===== src/design/bptc_pkg.sv =====
`timescale 1ns / 1ps
// Shared types, constants and weight tables of the BC7 texel interpolator.
// No dependencies.
package bptc_pkg;

    localparam int TEXELS_PER_BLOCK = 16;
    localparam int SUBSET_COUNT     = 3;
    localparam int TEXEL_W          = 4;
    localparam int SUBSET_W         = 2;
    localparam int WEIGHT_W         = 7;
    localparam int QUEUE_DEPTH      = 2;

    typedef enum logic [1:0] {
        WT_2BIT = 2'd0,
        WT_3BIT = 2'd1,
        WT_4BIT = 2'd2
    } t_wt_code;

    typedef struct packed {
        logic [2:0]  index_width;
        logic        has_alpha;
        logic [1:0]  rotation;
        logic        is_partitioned;
        logic [63:0] texel_indices;
        logic [31:0] subset_map;
        logic [63:0] subset0_endpoints;
        logic [63:0] subset1_endpoints;
        logic [63:0] subset2_endpoints;
    } t_in_item;

    typedef struct packed {
        logic [7:0]         red;
        logic [7:0]         green;
        logic [7:0]         blue;
        logic [7:0]         alpha;
        logic [TEXEL_W-1:0] texel_number;
        logic               last_texel;
    } t_out_item;

    typedef struct packed {
        t_wt_code                      code;
        logic                          has_alpha;
        logic [1:0]                    rotation;
        logic                          is_partitioned;
        logic [63:0]                   texel_indices;
        logic [31:0]                   subset_map;
        logic [SUBSET_COUNT-1:0][63:0] endpoints;
    } t_block;

    function automatic logic [WEIGHT_W-1:0] bptc_weight(t_wt_code code, logic [3:0] idx);
        logic [WEIGHT_W-1:0] w;
        w = '0;
        case (code)
            WT_2BIT: begin
                case (idx[1:0])
                    2'd0:    w = 7'd0;
                    2'd1:    w = 7'd21;
                    2'd2:    w = 7'd43;
                    default: w = 7'd64;
                endcase
            end
            WT_3BIT: begin
                case (idx[2:0])
                    3'd0:    w = 7'd0;
                    3'd1:    w = 7'd9;
                    3'd2:    w = 7'd18;
                    3'd3:    w = 7'd27;
                    3'd4:    w = 7'd37;
                    3'd5:    w = 7'd46;
                    3'd6:    w = 7'd55;
                    default: w = 7'd64;
                endcase
            end
            default: begin
                case (idx)
                    4'd0:    w = 7'd0;
                    4'd1:    w = 7'd4;
                    4'd2:    w = 7'd9;
                    4'd3:    w = 7'd13;
                    4'd4:    w = 7'd17;
                    4'd5:    w = 7'd21;
                    4'd6:    w = 7'd26;
                    4'd7:    w = 7'd30;
                    4'd8:    w = 7'd34;
                    4'd9:    w = 7'd38;
                    4'd10:   w = 7'd43;
                    4'd11:   w = 7'd47;
                    4'd12:   w = 7'd51;
                    4'd13:   w = 7'd55;
                    4'd14:   w = 7'd60;
                    default: w = 7'd64;
                endcase
            end
        endcase
        return w;
    endfunction

endpackage


===== src/design/bptc_block_texel_interpolator.sv =====
`timescale 1ns / 1ps
// Top level of the BC7 texel interpolator: block queue front end and texel back end.
// Depends on bptc_pkg, bptc_front, bptc_back.
//
//  channel   handshake          payload     transaction
//  input     i_push / o_full    i_item      one parsed BC7 block
//  output    o_empty / i_pop    o_result    one RGBA texel, sixteen per block
//
// One texel per cycle leaves the back end unless its result queue is full and not popped; the
// back end's texel counter sets this rate. The block queue holds two blocks,
// the one being worked on included.
// A block is registered in the block queue, then its first texel in the result queue.
// Synchronous active-low reset empties both queues and clears the counter.
// Output stalls hold the back end; input is refused only when the block queue is full.
module bptc_block_texel_interpolator
    import bptc_pkg::*;
(
    input  logic      i_clk,
    input  logic      i_rst_n,
    input  logic      i_push,
    input  t_in_item  i_item,
    output logic      o_full,
    output logic      o_empty,
    output t_out_item o_result,
    input  logic      i_pop
);

    logic   w_blk_valid;
    logic   w_blk_take;
    t_block w_blk;

    bptc_front u_front (
        .i_clk       (i_clk),
        .i_rst_n     (i_rst_n),
        .i_push      (i_push),
        .i_item      (i_item),
        .o_full      (o_full),
        .o_blk_valid (w_blk_valid),
        .o_blk       (w_blk),
        .i_blk_take  (w_blk_take)
    );

    bptc_back u_back (
        .i_clk       (i_clk),
        .i_rst_n     (i_rst_n),
        .i_blk_valid (w_blk_valid),
        .i_blk       (w_blk),
        .o_blk_take  (w_blk_take),
        .o_empty     (o_empty),
        .o_result    (o_result),
        .i_pop       (i_pop)
    );

`ifndef SYNTH
    a_take_valid: assert property (@(posedge i_clk) disable iff (!i_rst_n)
        w_blk_take |-> w_blk_valid)
        else $error("block released while none queued");

    a_last_mark: assert property (@(posedge i_clk) disable iff (!i_rst_n)
        !o_empty |-> (o_result.last_texel == (o_result.texel_number == 4'd15)))
        else $error("last texel mark mismatch");

    a_texel_order: assert property (@(posedge i_clk) disable iff (!i_rst_n)
        (i_pop && !o_empty && !o_result.last_texel) |=>
        (o_empty || o_result.texel_number == $past(o_result.texel_number) + 4'd1))
        else $error("texel order broken");
`endif

endmodule


===== src/design/bptc_front.sv =====
`timescale 1ns / 1ps
// Front end: accepts blocks, decodes the weight table code and queues them.
// Depends on bptc_pkg.
module bptc_front
    import bptc_pkg::*;
(
    input  logic     i_clk,
    input  logic     i_rst_n,
    input  logic     i_push,
    input  t_in_item i_item,
    output logic     o_full,
    output logic     o_blk_valid,
    output t_block   o_blk,
    input  logic     i_blk_take
);

    logic [1:0] r_cnt, n_cnt;
    logic       r_wptr, r_rptr;
    t_block     r_mem [QUEUE_DEPTH];
    t_block     w_dec;
    logic       w_wr, w_rd;

    always_comb begin
        w_dec.code           = (i_item.index_width <= 3'd2) ? WT_2BIT :
                               (i_item.index_width == 3'd3) ? WT_3BIT : WT_4BIT;
        w_dec.has_alpha      = i_item.has_alpha;
        w_dec.rotation       = i_item.rotation;
        w_dec.is_partitioned = i_item.is_partitioned;
        w_dec.texel_indices  = i_item.texel_indices;
        w_dec.subset_map     = i_item.subset_map;
        w_dec.endpoints[0]   = i_item.subset0_endpoints;
        w_dec.endpoints[1]   = i_item.subset1_endpoints;
        w_dec.endpoints[2]   = i_item.subset2_endpoints;
    end

    assign o_full      = (r_cnt == 2'(QUEUE_DEPTH));
    assign o_blk_valid = (r_cnt != 2'd0);
    assign o_blk       = r_mem[r_rptr];
    assign w_wr        = i_push & ~o_full;
    assign w_rd        = i_blk_take & o_blk_valid;

    always_comb begin
        n_cnt = r_cnt;
        if (w_wr & ~w_rd) begin
            n_cnt = r_cnt + 2'd1;
        end else if (w_rd & ~w_wr) begin
            n_cnt = r_cnt - 2'd1;
        end
    end

    always_ff @(posedge i_clk) begin
        if (!i_rst_n) begin
            r_cnt  <= '0;
            r_wptr <= 1'b0;
            r_rptr <= 1'b0;
        end else begin
            r_cnt <= n_cnt;
            if (w_wr) begin
                r_wptr <= ~r_wptr;
            end
            if (w_rd) begin
                r_rptr <= ~r_rptr;
            end
        end
    end

    always_ff @(posedge i_clk) begin
        if (w_wr) begin
            r_mem[r_wptr] <= w_dec;
        end
    end

endmodule


===== src/design/bptc_back.sv =====
`timescale 1ns / 1ps
// Back end: walks the sixteen texels of the head block, interpolates and
// rotates, and queues the results. Depends on bptc_pkg.
module bptc_back
    import bptc_pkg::*;
(
    input  logic      i_clk,
    input  logic      i_rst_n,
    input  logic      i_blk_valid,
    input  t_block    i_blk,
    output logic      o_blk_take,
    output logic      o_empty,
    output t_out_item o_result,
    input  logic      i_pop
);

    logic [TEXEL_W-1:0]  r_texel;
    logic [1:0]          r_cnt, n_cnt;
    logic                r_wptr, r_rptr;
    t_out_item           r_mem [QUEUE_DEPTH];
    t_out_item           w_res;
    logic                w_issue, w_rd, w_last;
    logic [3:0]          w_idx;
    logic [WEIGHT_W-1:0] w_wt;
    logic [SUBSET_W-1:0] w_sub;
    logic [63:0]         w_ep;
    logic [7:0]          w_c [4];
    logic [7:0]          w_tmp;

    function automatic logic [7:0] lerp(logic [7:0] e0, logic [7:0] e1,
                                        logic [WEIGHT_W-1:0] w);
        logic [14:0] p0;
        logic [14:0] p1;
        logic [15:0] s;
        p0 = 15'(e0) * 15'(7'd64 - w);
        p1 = 15'(e1) * 15'(w);
        s  = 16'(p0) + 16'(p1) + 16'd32;
        return s[13:6];
    endfunction

    assign w_last = (r_texel == TEXEL_W'(TEXELS_PER_BLOCK - 1));
    assign w_rd   = i_pop & ~o_empty;
    assign w_issue = i_blk_valid & ((r_cnt != 2'(QUEUE_DEPTH)) | w_rd);
    assign o_blk_take = w_issue & w_last;
    assign o_empty  = (r_cnt == 2'd0);
    assign o_result = r_mem[r_rptr];

    always_comb begin
        w_idx = i_blk.texel_indices[4*r_texel +: 4];
        w_wt  = bptc_weight(i_blk.code, w_idx);
        w_sub = '0;
        if (i_blk.is_partitioned) begin
            w_sub = i_blk.subset_map[SUBSET_W*r_texel +: SUBSET_W];
            if (w_sub >= SUBSET_W'(SUBSET_COUNT)) begin
                w_sub = SUBSET_W'(SUBSET_COUNT - 1);
            end
        end
        w_ep = i_blk.endpoints[w_sub];
        for (int ch = 0; ch < 4; ch++) begin
            w_c[ch] = lerp(w_ep[8*ch +: 8], w_ep[32+8*ch +: 8], w_wt);
        end
        if (!i_blk.has_alpha) begin
            w_c[3] = 8'd255;
        end
        w_tmp = w_c[3];
        case (i_blk.rotation)
            2'd1: begin
                w_c[3] = w_c[0];
                w_c[0] = w_tmp;
            end
            2'd2: begin
                w_c[3] = w_c[1];
                w_c[1] = w_tmp;
            end
            2'd3: begin
                w_c[3] = w_c[2];
                w_c[2] = w_tmp;
            end
            default: begin
                w_c[3] = w_tmp;
            end
        endcase
        w_res.red          = w_c[0];
        w_res.green        = w_c[1];
        w_res.blue         = w_c[2];
        w_res.alpha        = w_c[3];
        w_res.texel_number = r_texel;
        w_res.last_texel   = w_last;
    end

    always_comb begin
        n_cnt = r_cnt;
        if (w_issue & ~w_rd) begin
            n_cnt = r_cnt + 2'd1;
        end else if (w_rd & ~w_issue) begin
            n_cnt = r_cnt - 2'd1;
        end
    end

    always_ff @(posedge i_clk) begin
        if (!i_rst_n) begin
            r_texel <= '0;
            r_cnt   <= '0;
            r_wptr  <= 1'b0;
            r_rptr  <= 1'b0;
        end else begin
            r_cnt <= n_cnt;
            if (w_issue) begin
                r_texel <= r_texel + TEXEL_W'(1);
                r_wptr  <= ~r_wptr;
            end
            if (w_rd) begin
                r_rptr <= ~r_rptr;
            end
        end
    end

    always_ff @(posedge i_clk) begin
        if (w_issue) begin
            r_mem[r_wptr] <= w_res;
        end
    end

endmodule

===== config.mk =====
export PLATFORM = sky130hd
export DESIGN_NAME = bptc_block_texel_interpolator
export DESIGN_NICKNAME = d
export VERILOG_FILES = /design/src/design/bptc_pkg.sv /design/src/design/bptc_block_texel_interpolator.sv /design/src/design/bptc_front.sv /design/src/design/bptc_back.sv
export SDC_FILE = /design/constraint.sdc
export NUM_CORES = 2
export LEC_CHECK = 0
export ABC_AREA = 1
export ABC_CLOCK_PERIOD_IN_PS = 13280
export BUFFER_PORTS_ARGS = -buffer_cell sky130_fd_sc_hd__buf_4
export CORE_AREA = 2 2 351 249
export CTS_CLUSTER_SIZE = 30
export DETAILED_ROUTE_END_ITERATION = 7
export DIE_AREA = 0 0 353 251
export MAX_ROUTING_LAYER = met4
export PLACE_DENSITY = 0.73
export SLEW_MARGIN = 15
export SYNTH_ARGS = -nofsm -noshare
export SYNTH_HDL_FRONTEND = slang
export SYNTH_SLANG_ARGS = --single-unit
export TNS_END_PERCENT = 30

===== constraint.sdc =====
create_clock -name i_clk -period 13.28 [get_ports i_clk]
set_input_delay 0.664 -clock i_clk [delete_from_list [all_inputs] [get_ports i_clk]]
set_output_delay 0.664 -clock i_clk [all_outputs]
set_load 0.02 [all_outputs]

==> flow_summary.toml <==
[status]
outcome = "completed"

[hold_path]
hold_path_end = "u_front.r_mem[1][9]$_DFFE_PP_"
hp-start = "i_item[137]"
hold_class = "in2reg"
hold_depth = 1

[drt]
drt-initial-drc-count = 3441
vias = 31000
vias_per_cell = 5.33
drcViolationCount = 0
avgRoutedWirePerCell_um = 20.5
ant_nets = 0
totalWireLength_mm = 119
firstDrtPassIters = 6

[clocking]
ctsResizeCount = 0
postCtsSetupBuffers = 0
clkTransAtPathRegs_ns = 0.07
postCtsHoldBufs = 0
clock-sinks = 676
cts.path.max_buffers = 3
clockRootBuffer = "clkbuf_16"
h-tree-depth = 3
cts_buffers = 69
clock_latency_ns = 0.68
cts_tree = "built"

[timing]
finalSetupViolations = 0
slew_violations = 0
finalCritPeriodShare_pct = 81.0
slew_headroom_pct = 24.5
worst_pin_slew_ns = 1.12
clock_skew_ns = 0.0539
hold_violations = 0
rsz0062_at_grt = "false"
max_freq_ghz = 0.0930
fin_crit_ns = 10.76

[synthesis]
synth-simple-area-share_pct = 17.1
yosys_warnings = 0
synth_xor_area_share_pct = 1.21
synth_fa_ha_area_share_pct = 22.7
synth_top_family_by_area = "adder cells"
synth_ff_type = "edfxtp_1"
synth-edff-count = 662
synth_compound_area_share_pct = 3.38
synth_area_um2 = 43900
synth-seq-cells = 676
async_reset_ff_share_pct = 0
ys_seq_area_share_pct = 45.9
syn_nets = 5192
synthCells = 4318
yosysUniqueCellTypes = 55
syn_area_per_cell_um2 = 10.2
synth_mux_area_share_pct = 1.45

[finish]
nets = 5481
areaGrowthSynthToFinish_pct = 13.3
layout_commonest_cell = "nand2_1"
final_util_pct = 58.3
drive_gt1_share_pct = 13.5
final_cell_mix = "885 x nand2_1, 727 x inv_1, 662 x edfxtp_1"

[floorplan]
std_cell_rows = 90
initial_core_util_pct = 51.5
ioPinCount = 338
core_um2 = 85400
dieArea_um2 = 88600
die_w_um = 353
die_y_um = 251

[setup_path]
crit_slowest_cell = "nand2_1"
r2r-end = "u_back.r_mem[0][12]$_DFFE_PP_"
critPathMaxFanout = 129
end_kind = "flop"
crit_path_start_kind = "flop"
crit_arrival_ns = 11.12
r2r_slack_ns = 2.52
cpMostUsedCell = "nand2_1"
max_stage_delay_ns = 0.86
cp.required_ns = 13.64
worstSetupPathType = "reg2reg"
r2r_cells = 49

[global_routing]
grt_pass1_wl_mm = 180
overflow = 0
grt_pass1_vias = 30100
grt_max_degree = 155
antenna_found_initial = 7
grt.total_usage_pct = 27.8

[placement]
gp_congestion = 1.00
io_buffers = 337
dp_hpwl_mm = 86.5

[job]
maxCapViolations = 0
[cells in the mapped netlist (5+ instances only)]
library cell | count | share of area (%)
dfxtp_1 | 14 | 0.64
o31ai_1 | 8 | 0.14
xor2_1 | 23 | 0.46
buf_6 | 12 | 0.31
nor3_1 | 24 | 0.27
or2_1 | 5 | 0.071
o211ai_1 | 32 | 0.55
nand2_2 | 16 | 0.23
nand3_2 | 10 | 0.23
buf_4 | 12 | 0.21
a21boi_2 | 7 | 0.18
o311ai_0 | 17 | 0.34
inv_2 | 19 | 0.16
nor2_1 | 497 | 4.2
nand4_1 | 19 | 0.27
o21ai_0 | 75 | 0.85
edfxtp_1 | 662 | 45
inv_1 | 727 | 6.2
mux2i_1 | 22 | 0.50
buf_2 | 50 | 0.57
buf_1 | 14 | 0.12
clkbuf_1 | 68 | 0.58
nand3b_1 | 9 | 0.15
o21ai_1 | 23 | 0.26
o21bai_1 | 7 | 0.12
nand2_1 | 886 | 7.6
nand3_1 | 288 | 3.3
mux2_2 | 37 | 0.95
ha_1 | 203 | 5.8
xnor2_1 | 35 | 0.70
or2_2 | 41 | 0.58
a21oi_1 | 48 | 0.55
fa_1 | 372 | 17
[per-stage QoR]
stage,setup WS (ns),cells,setup TNS [ns],hold WS [ns],cell area (µm²)
after floorplan,-0.672,4318,-197.54,0.420,43900
after global placement,2.92,5684,0,0.435,47500
after detailed placement,2.69,5684,0,0.442,47500
after CTS,2.69,5809,0,0.132,49700
after global routing,1.83,5817,0,0.144,49800
final,2.52,5817,0,0.167,49800
[flip-flops by register name, summed over array words and instances, names as in the netlist, named ones only]
name,cells
u_front.r_mem,588
u_back.r_mem,74
u_back.r_texel,4
u_back.r_cnt,2
u_front.r_cnt,2
u_back.r_rptr,1
u_back.r_wptr,1
u_front.r_rptr,1
u_front.r_wptr,1
[routing by layer]
| metal | routed length, µm | share of wire [%] | vias to the layer above | GRT usage, % |
|---|---|---|---|---|
| met1 | 52800 | 44 | 15000 | 40.6 |
| met2 | 49300 | 41 | 1449 | 37.3 |
| met3 | 14200 | 12 | 164 | 8.63 |
| met5 | 0 | 0 | - | - |
| li1 | - | - | 14400 | - |
| met4 | 2880 | 2.4 | 0 | 7.25 |
[final cells by class]
| class | count | area [µm²] |
|---|---|---|
| inverters | 750 | 2830 |
| clock inverters | 41 | 439 |
| flip-flops and latches | 676 | 20200 |
| diodes | 6 | 15.0 |
| fillers | 7206 | 35600 |
| repair buffers | 376 | 2900 |
| multi-input cells | 2734 | 20200 |
| well taps | 1150 | 1440 |
| clock buffers | 84 | 1780 |
[critical path, delay by kind of cell, from the launching register on]
family                   cells  cell delay (ns)
buffers and inverters       12             1.75
AND/OR/NAND/NOR             26             3.93
adder cells (fa/ha/maj)      8             3.61
flip-flops                   1             0.51
AO/OA/AOI/OAI                3             0.55
[worst max-delay path by stage]
stage	startpoint	end	slack [ns]	cells after the start
final	flop	u_back.r_mem[0][12]$_DFFE_PP_	2.52	49
after global routing	flop	u_back.r_mem[0][12]$_DFFE_PP_	1.83	49
after CTS	flop	u_back.r_mem[0][12]$_DFFE_PP_	2.69	47
after detailed placement	flop	u_back.r_mem[0][12]$_DFFE_PP_	2.69	47
after global placement	flop	u_back.r_mem[0][12]$_DFFE_PP_	2.92	47
after floorplan	i_push	u_front.r_mem[0][0]$_DFFE_PP_	-0.67	2
[kinds of logic after synthesis]
kind of cell,Yosys count
AO/OA/AOI/OAI,236
XOR/XNOR,59
buffers and inverters,908
adder cells (fa/ha/maj),575
flip-flops,676
multiplexers,59
AND/OR/NAND/NOR,1805
Power is left out: the tool's default activity adds up to more than one toggle a clock period on the data nets, which glitch-free logic cannot reach.
